===== config.mk =====
export PLATFORM = sky130hd
export DESIGN_NAME = sbq_cell
export DESIGN_NICKNAME = d
export VERILOG_FILES = /design/src/rtl/sbq_pkg.sv /design/src/rtl/sbq_cell.sv
export SDC_FILE = /design/constraint.sdc
export NUM_CORES = 2
export LEC_CHECK = 0
export BUFFER_PORTS_ARGS = -buffer_cell sky130_fd_sc_hd__buf_4
export CORE_ASPECT_RATIO = 1.5
export CORE_MARGIN = 3
export CORE_UTILIZATION = 36
export DETAILED_ROUTE_END_ITERATION = 10
export PLACE_DENSITY = 0.57
export SYNTH_ARGS = -nofsm -noshare
export SYNTH_HDL_FRONTEND = slang
export SYNTH_SLANG_ARGS = --single-unit

===== constraint.sdc =====
create_clock -name clock -period 8.97 [get_ports clock]
set_input_delay 1.3455 -clock clock [delete_from_list [all_inputs] [get_ports clock]]
set_output_delay 1.3455 -clock clock [all_outputs]
set_load 0.02 [all_outputs]

===== src/rtl/sbq_pkg.sv =====
// ----------------------------------------------------------------------------
// sbq_pkg
// Shared types and constants for the stereo biquad cascade equalizer.
// ----------------------------------------------------------------------------
`default_nettype none

package sbq_pkg;

   localparam int NUM_BANDS_DEF      = 10;
   localparam int SAMPLE_BITS_DEF    = 24;
   localparam int COEF_FRAC_BITS_DEF = 28;

   localparam int COEF_W    = 32;
   localparam int NUM_SLOTS = 5;
   localparam int SLOT_W    = 3;
   localparam int BAND_W    = 4;
   localparam int TAP_W     = 3;

   typedef enum logic {
      OP_SAMPLE = 1'b0,
      OP_COEF   = 1'b1
   } opcode_type;

   // Coefficient slots and the matching multiply taps of a section.
   localparam logic [SLOT_W-1:0] SLOT_B0 = 3'd0;
   localparam logic [SLOT_W-1:0] SLOT_B1 = 3'd1;
   localparam logic [SLOT_W-1:0] SLOT_B2 = 3'd2;
   localparam logic [SLOT_W-1:0] SLOT_A1 = 3'd3;
   localparam logic [SLOT_W-1:0] SLOT_A2 = 3'd4;
   localparam logic [SLOT_W-1:0] SLOT_END = 3'd5;

   typedef enum logic [2:0] {
      ST_IDLE = 3'b001,
      ST_MAC  = 3'b010,
      ST_WB   = 3'b100
   } cell_state_type;

   // Status handed from each cell to the top level.
   typedef struct packed {
      logic busy;
      logic done;
   } cell_status_type;

endpackage

`default_nettype wire


===== src/rtl/sbq_cell.sv =====
// ----------------------------------------------------------------------------
// sbq_cell
// One biquad band: coefficients, per-channel history and a shared multiplier.
// ----------------------------------------------------------------------------
`default_nettype none

module sbq_cell #(
   parameter int SAMPLE_BITS    = sbq_pkg::SAMPLE_BITS_DEF,
   parameter int COEF_FRAC_BITS = sbq_pkg::COEF_FRAC_BITS_DEF
) (
   input  wire logic                              clock,
   input  wire logic                              reset,
   input  wire logic                              band_en,
   input  wire logic                              coef_we,
   input  wire logic [sbq_pkg::SLOT_W-1:0]        coef_slot,
   input  wire logic signed [sbq_pkg::COEF_W-1:0] coef_value,
   input  wire logic                              in_valid,
   input  wire logic signed [SAMPLE_BITS-1:0]     in_left,
   input  wire logic signed [SAMPLE_BITS-1:0]     in_right,
   input  wire logic                              in_last,
   output logic                                   out_valid,
   output logic signed [SAMPLE_BITS-1:0]          out_left,
   output logic signed [SAMPLE_BITS-1:0]          out_right,
   output logic                                   out_last,
   output sbq_pkg::cell_status_type               status
);
   import sbq_pkg::*;

   localparam int PROD_W = COEF_W + SAMPLE_BITS;
   localparam int ACC_W  = PROD_W + 3;
   localparam logic signed [ACC_W-1:0] RND  = ACC_W'(1) <<< (COEF_FRAC_BITS - 1);
   localparam logic signed [ACC_W-1:0] YMAX = (ACC_W'(1) <<< (SAMPLE_BITS - 1)) - ACC_W'(1);
   localparam logic signed [ACC_W-1:0] YMIN = -(ACC_W'(1) <<< (SAMPLE_BITS - 1));
   localparam logic signed [COEF_W-1:0] ONE = COEF_W'(1) <<< COEF_FRAC_BITS;

   cell_state_type                 state_ff, state_in;
   logic [TAP_W-1:0]               tap_ff, tap_in;
   logic                           ch_ff, ch_in;
   logic signed [COEF_W-1:0]       coef_ff [NUM_SLOTS];
   logic signed [SAMPLE_BITS-1:0]  x1_ff [2];
   logic signed [SAMPLE_BITS-1:0]  x2_ff [2];
   logic signed [SAMPLE_BITS-1:0]  y1_ff [2];
   logic signed [SAMPLE_BITS-1:0]  y2_ff [2];
   logic signed [SAMPLE_BITS-1:0]  l_ff, r_ff;
   logic                           last_ff;
   logic                           oval_ff, oval_in;
   logic signed [PROD_W-1:0]       prod_ff;
   logic                           neg_ff;
   logic signed [ACC_W-1:0]        acc_ff, acc_in;

   logic signed [COEF_W-1:0]       coef_sel;
   logic signed [SAMPLE_BITS-1:0]  op_sel;
   logic signed [SAMPLE_BITS-1:0]  x_cur;
   logic signed [PROD_W-1:0]       prod_in;
   logic signed [ACC_W-1:0]        term;
   logic signed [ACC_W-1:0]        rnd_sum;
   logic signed [ACC_W-1:0]        shifted;
   logic signed [SAMPLE_BITS-1:0]  y_sat;

   assign x_cur = ch_ff ? r_ff : l_ff;

   always_comb begin
      case (tap_ff)
         SLOT_B0: begin coef_sel = coef_ff[0]; op_sel = x_cur;        end
         SLOT_B1: begin coef_sel = coef_ff[1]; op_sel = x1_ff[ch_ff]; end
         SLOT_B2: begin coef_sel = coef_ff[2]; op_sel = x2_ff[ch_ff]; end
         SLOT_A1: begin coef_sel = coef_ff[3]; op_sel = y1_ff[ch_ff]; end
         SLOT_A2: begin coef_sel = coef_ff[4]; op_sel = y2_ff[ch_ff]; end
         default: begin coef_sel = '0;         op_sel = '0;           end
      endcase
   end

   assign prod_in = PROD_W'(coef_sel) * PROD_W'(op_sel);
   assign term    = neg_ff ? -{{3{prod_ff[PROD_W-1]}}, prod_ff}
                           :  {{3{prod_ff[PROD_W-1]}}, prod_ff};
   assign rnd_sum = acc_ff + RND;
   assign shifted = rnd_sum >>> COEF_FRAC_BITS;

   always_comb begin
      if (shifted > YMAX) begin
         y_sat = YMAX[SAMPLE_BITS-1:0];
      end else if (shifted < YMIN) begin
         y_sat = YMIN[SAMPLE_BITS-1:0];
      end else begin
         y_sat = shifted[SAMPLE_BITS-1:0];
      end
   end

   always_comb begin
      state_in = state_ff;
      tap_in   = tap_ff;
      ch_in    = ch_ff;
      oval_in  = 1'b0;
      acc_in   = (tap_ff == SLOT_B0) ? '0 : acc_ff + term;
      unique case (state_ff)
         ST_IDLE: begin
            if (in_valid) begin
               if (band_en) begin
                  state_in = ST_MAC;
                  tap_in   = SLOT_B0;
                  ch_in    = 1'b0;
               end else begin
                  oval_in = 1'b1;
               end
            end
         end
         ST_MAC: begin
            if (tap_ff == SLOT_END) begin
               state_in = ST_WB;
            end else begin
               tap_in = tap_ff + TAP_W'(1);
            end
         end
         ST_WB: begin
            tap_in = SLOT_B0;
            if (!ch_ff) begin
               ch_in    = 1'b1;
               state_in = ST_MAC;
            end else begin
               state_in = ST_IDLE;
               oval_in  = 1'b1;
            end
         end
         default: state_in = ST_IDLE;
      endcase
   end

   always_ff @(posedge clock) begin
      if (reset) begin
         state_ff <= ST_IDLE;
         tap_ff   <= SLOT_B0;
         ch_ff    <= 1'b0;
         oval_ff  <= 1'b0;
      end else begin
         state_ff <= state_in;
         tap_ff   <= tap_in;
         ch_ff    <= ch_in;
         oval_ff  <= oval_in;
      end
   end

   // Multiplier and accumulator: one product per cycle, each summed in the cycle after.
   always_ff @(posedge clock) begin
      prod_ff <= prod_in;
      neg_ff  <= (tap_ff == SLOT_A1) || (tap_ff == SLOT_A2);
      if (state_ff == ST_MAC) begin
         acc_ff <= acc_in;
      end
   end

   // Sample registers: loaded on arrival, replaced by each channel's result.
   always_ff @(posedge clock) begin
      if (state_ff == ST_IDLE && in_valid) begin
         l_ff    <= in_left;
         r_ff    <= in_right;
         last_ff <= in_last;
      end else if (state_ff == ST_WB) begin
         if (ch_ff) begin
            r_ff <= y_sat;
         end else begin
            l_ff <= y_sat;
         end
      end
   end

   always_ff @(posedge clock) begin
      if (reset) begin
         for (int i = 0; i < NUM_SLOTS; i++) begin
            coef_ff[i] <= (i == 0) ? ONE : '0;
         end
         for (int c = 0; c < 2; c++) begin
            x1_ff[c] <= '0;
            x2_ff[c] <= '0;
            y1_ff[c] <= '0;
            y2_ff[c] <= '0;
         end
      end else begin
         if (coef_we) begin
            case (coef_slot)
               SLOT_B0: coef_ff[0] <= coef_value;
               SLOT_B1: coef_ff[1] <= coef_value;
               SLOT_B2: coef_ff[2] <= coef_value;
               SLOT_A1: coef_ff[3] <= coef_value;
               SLOT_A2: coef_ff[4] <= coef_value;
               default: ;
            endcase
         end
         if (state_ff == ST_WB) begin
            x2_ff[ch_ff] <= x1_ff[ch_ff];
            x1_ff[ch_ff] <= x_cur;
            y2_ff[ch_ff] <= y1_ff[ch_ff];
            y1_ff[ch_ff] <= y_sat;
         end
      end
   end

   assign out_valid   = oval_ff;
   assign out_left    = l_ff;
   assign out_right   = r_ff;
   assign out_last    = last_ff;
   assign status.busy = (state_ff != ST_IDLE);
   assign status.done = oval_ff;

   a_tap_range: assert property (@(posedge clock) disable iff (reset)
      tap_ff <= SLOT_END) else $error("tap counter out of range");
   a_wb_after_mac: assert property (@(posedge clock) disable iff (reset)
      state_ff == ST_WB |-> $past(state_ff == ST_MAC && tap_ff == SLOT_END))
      else $error("write-back without full accumulation");
   a_no_input_busy: assert property (@(posedge clock) disable iff (reset)
      in_valid |-> state_ff == ST_IDLE) else $error("word arrived while busy");

endmodule

`default_nettype wire


==> impl_metrics.csv <==
group,metric,value,unit
floorplan,die_x,317,um
cts,postCtsHoldBufs,0,
cts,cts_tree,"yes",
setup_path,slowest_stage,"fa_1",
setup_path,arrival,9100,ps
setup_path,crit_path_end_kind,"register",
setup_path,cp_slowest_stage_delay,710,ps
grt,grt_pass1_wl,228000,um
timing,finalCriticalPeriod,8610,ps
final_layout,drive_above_1_share,10.4,%
cts,clock_path_buffers,3,
drt,routed_wirelength,147000,um
final_layout,fin_nets,6431,
cts,clk_pin_slew,60,ps
timing,rsz0062_at_grt,"no",
floorplan,rows,170,
floorplan,die_area,150000,sq um
place,dpl_cell_area,56700,sq um
grt,grt_max_degree,74,
timing,fin_worst_skew,33.2,ps
place,port_buffers,140,
floorplan,coreArea,144000,sq um
grt,grt_pass1_vias,40200,
floorplan,die_h,472,um
setup_path,worstSetupPathType,"reg2reg",
synth,synthFlopType,"edfxtp_1",
grt,grt_overflow_total,0,
drt,vias,37500,
final_layout,n_fill_cell,14000,
cts,cts.htree.levels,2,
min_path,hold_path.class,"reg2reg",
synth,syn-cell-area,52200,sq um
cts,cts_sinks,526,
synth,yosysMostFrequentCell,"inv_1",
final_layout,syn_to_final_growth,12.8,%
synth,synth.area.top_cells,"fa_1 (30%), edfxtp_1 (26%), inv_1 (6.2%)",
status,status,"finished clean",
setup_path,required,9460,ps
setup_path,start_kind,"register",
final_layout,fin_area,58900,sq um
drt,antenna_left,0,
timing,fin_crit_sh,96.0,%
floorplan,ios,141,
synth,synth_common_cells,"inv_1 (857), fa_1 (784), nand2_1 (612)",
timing,fmax,116,MHz
place,hpwl,120000,um
synth,synth_warnings,0,
synth,synth_area_per_cell,10.1,sq um
synth,synth-edff-count,460,
setup_path,critPathMaxFanout,24,
timing,relSlewSlack,23.3,%
flow_run,drv_cap,0,
timing,setup_viol,0,
synth,async_reset_ff_share,0,%
drt,drcViolationCount,0,
drt,routedWlPerCell,20.2,um
synth,ys_seq_area_share,29.0,%
drt,drtPass1Iterations,7,
cts,clk_latency,640,ps
synth,synth_top_area_share,30.1,%
drt,drtIter0Drc,2335,
synth,yosysTopAreaCell,"fa_1",
synth,yosys.cell_types.count,84,
synth,ys_seq_elements,526,
cts,cts_inserted_buffers,56,
synth,synthCells,5195,
synth,syn_nets,6284,
drt,via_per_inst,5.15,
timing,hold_violations,0,
grt,track_usage,19.7,%
timing,slew_violations,0,
grt,antenna_found_initial,3,
floorplan,initial_core_util,36.4,%
timing,worst-slew-pin-transition,1150,ps
cts,cts_root_buf,"clkbuf_16",
place,place_congestion,0.898,
through the flow:
stage / cells / hold slack (ps) / utilization [%] / setup slack [ps] / setup TNS (ps)
3_5_place_dp: 7166 / 567 / 39.5 / -244 / -1230
2_1_floorplan: 5195 / 505 / - / 246 / 0
3_3_place_gp: 7166 / 542 / 39.5 / -84.5 / -113
5_1_grt: 7282 / 617 / 41.0 / 27.5 / 0
4_1_cts: 7271 / 582 / 40.9 / 114 / 0
6_report: 7284 / 581 / 41.0 / 358 / 0
final cells by class:
cell class                 count  area (sq um)  share of cell area (%)
timing repair buffer         345          2840                    4.81
tap                         1892          2370                    4.02
sequential                   526         15100                    25.7
multi-input combinational   3554         33400                    56.6
inverter                     859          3220                    5.47
clock inverter                41           526                   0.892
clock buffer                  64          1450                    2.47
antenna                        3          7.51                  0.0127
sequential cells by signal, summed over array words and instances (netlist names), named ones only:
signal and flops:
ch_ff 1, out_valid 1, neg_ff 1, prod_ff 56, state_ff 3, x2_ff 48
tap_ff 3, out_left 24, x1_ff 48, out_right 24, acc_ff 59, y1_ff 48
coef_ff 160, y2_ff 48, out_last 1
critical path: cells and delay by family (launching register included):
family / cells / cell delay [ps]
adders and majority gates: 9 / 4100
AOI/OAI and AO/OA: 9 / 2050
buffers and inverters: 10 / 1170
and+or+nand+nor: 4 / 620
DFF: 1 / 350
xor gates and xnor gates: 1 / 150
repair_timing:
action | 4_1_cts | 5_1_grt
pin swaps | 0 | 5
buffers inserted | 0 | 10
setup endpoints to repair | 15 | 17
resized for setup | 8 | 26
layer usage:
layer	GRT usage (%)	up-vias	part of all wire [%]
li1	-	17000	-
met1	23.1	19300	39
met2	36.6	947	53
met3	2.08	247	4.4
met4	7.47	0	4.2
met5	0	-	0
cells in the final DEF (no fill, tap or decap), types with 10 or more instances in the layout:
master       n
a211oi_1    15
a21o_1      72
a21oi_1    106
a22oi_1     58
a31oi_1     26
a31oi_2     16
and2_1      74
and3_1      26
buf_12      19
buf_4      324
bufinv_16   10
clkbuf_16   57
clkinv_1    13
dfxtp_1     64
edfxtp_1   460
fa_1       784
ha_1       214
inv_1      857
mux2i_1    119
nand2_1    609
nand2b_1    70
nand3_1     43
nand4_1     32
nor2_1     486
nor2b_1     57
nor3_1      29
nor4_1      11
o211ai_1    32
o21a_1      60
o21ai_0    129
o21bai_1    23
o22ai_1     40
o31ai_1     25
or2_2       22
or4_1       12
xnor2_1    126
xor2_1      55
logic make-up after synthesis:
group	share of synthesized area [%]
compound gates	9.09
xor+xnor	3.07
fa+ha+maj	35.2
buf+inv	8.03
flops	29.0
mux	2.43
simple gates	13.2
final timing paths:
| path | endpoint | slack (ps) | from | cells after the start |
|---|---|---|---|---|
| setup reg to reg | prod_ff[53]$_DFF_P_ | 360 | tap_ff[0]$_SDFFE_PP0P_ | 33 |
| setup / recovery | prod_ff[53]$_DFF_P_ | 360 | tap_ff[0]$_SDFFE_PP0P_ | 33 |
| hold / removal | tap_ff[1]$_SDFFE_PP0P_ | 580 | tap_ff[1]$_SDFFE_PP0P_ | 2 |
| hold reg to reg | tap_ff[1]$_SDFFE_PP0P_ | 580 | tap_ff[1]$_SDFFE_PP0P_ | 2 |
Power is not shown: default switching activity piles up to over one toggle a cycle in this logic, so the estimate is an artifact.
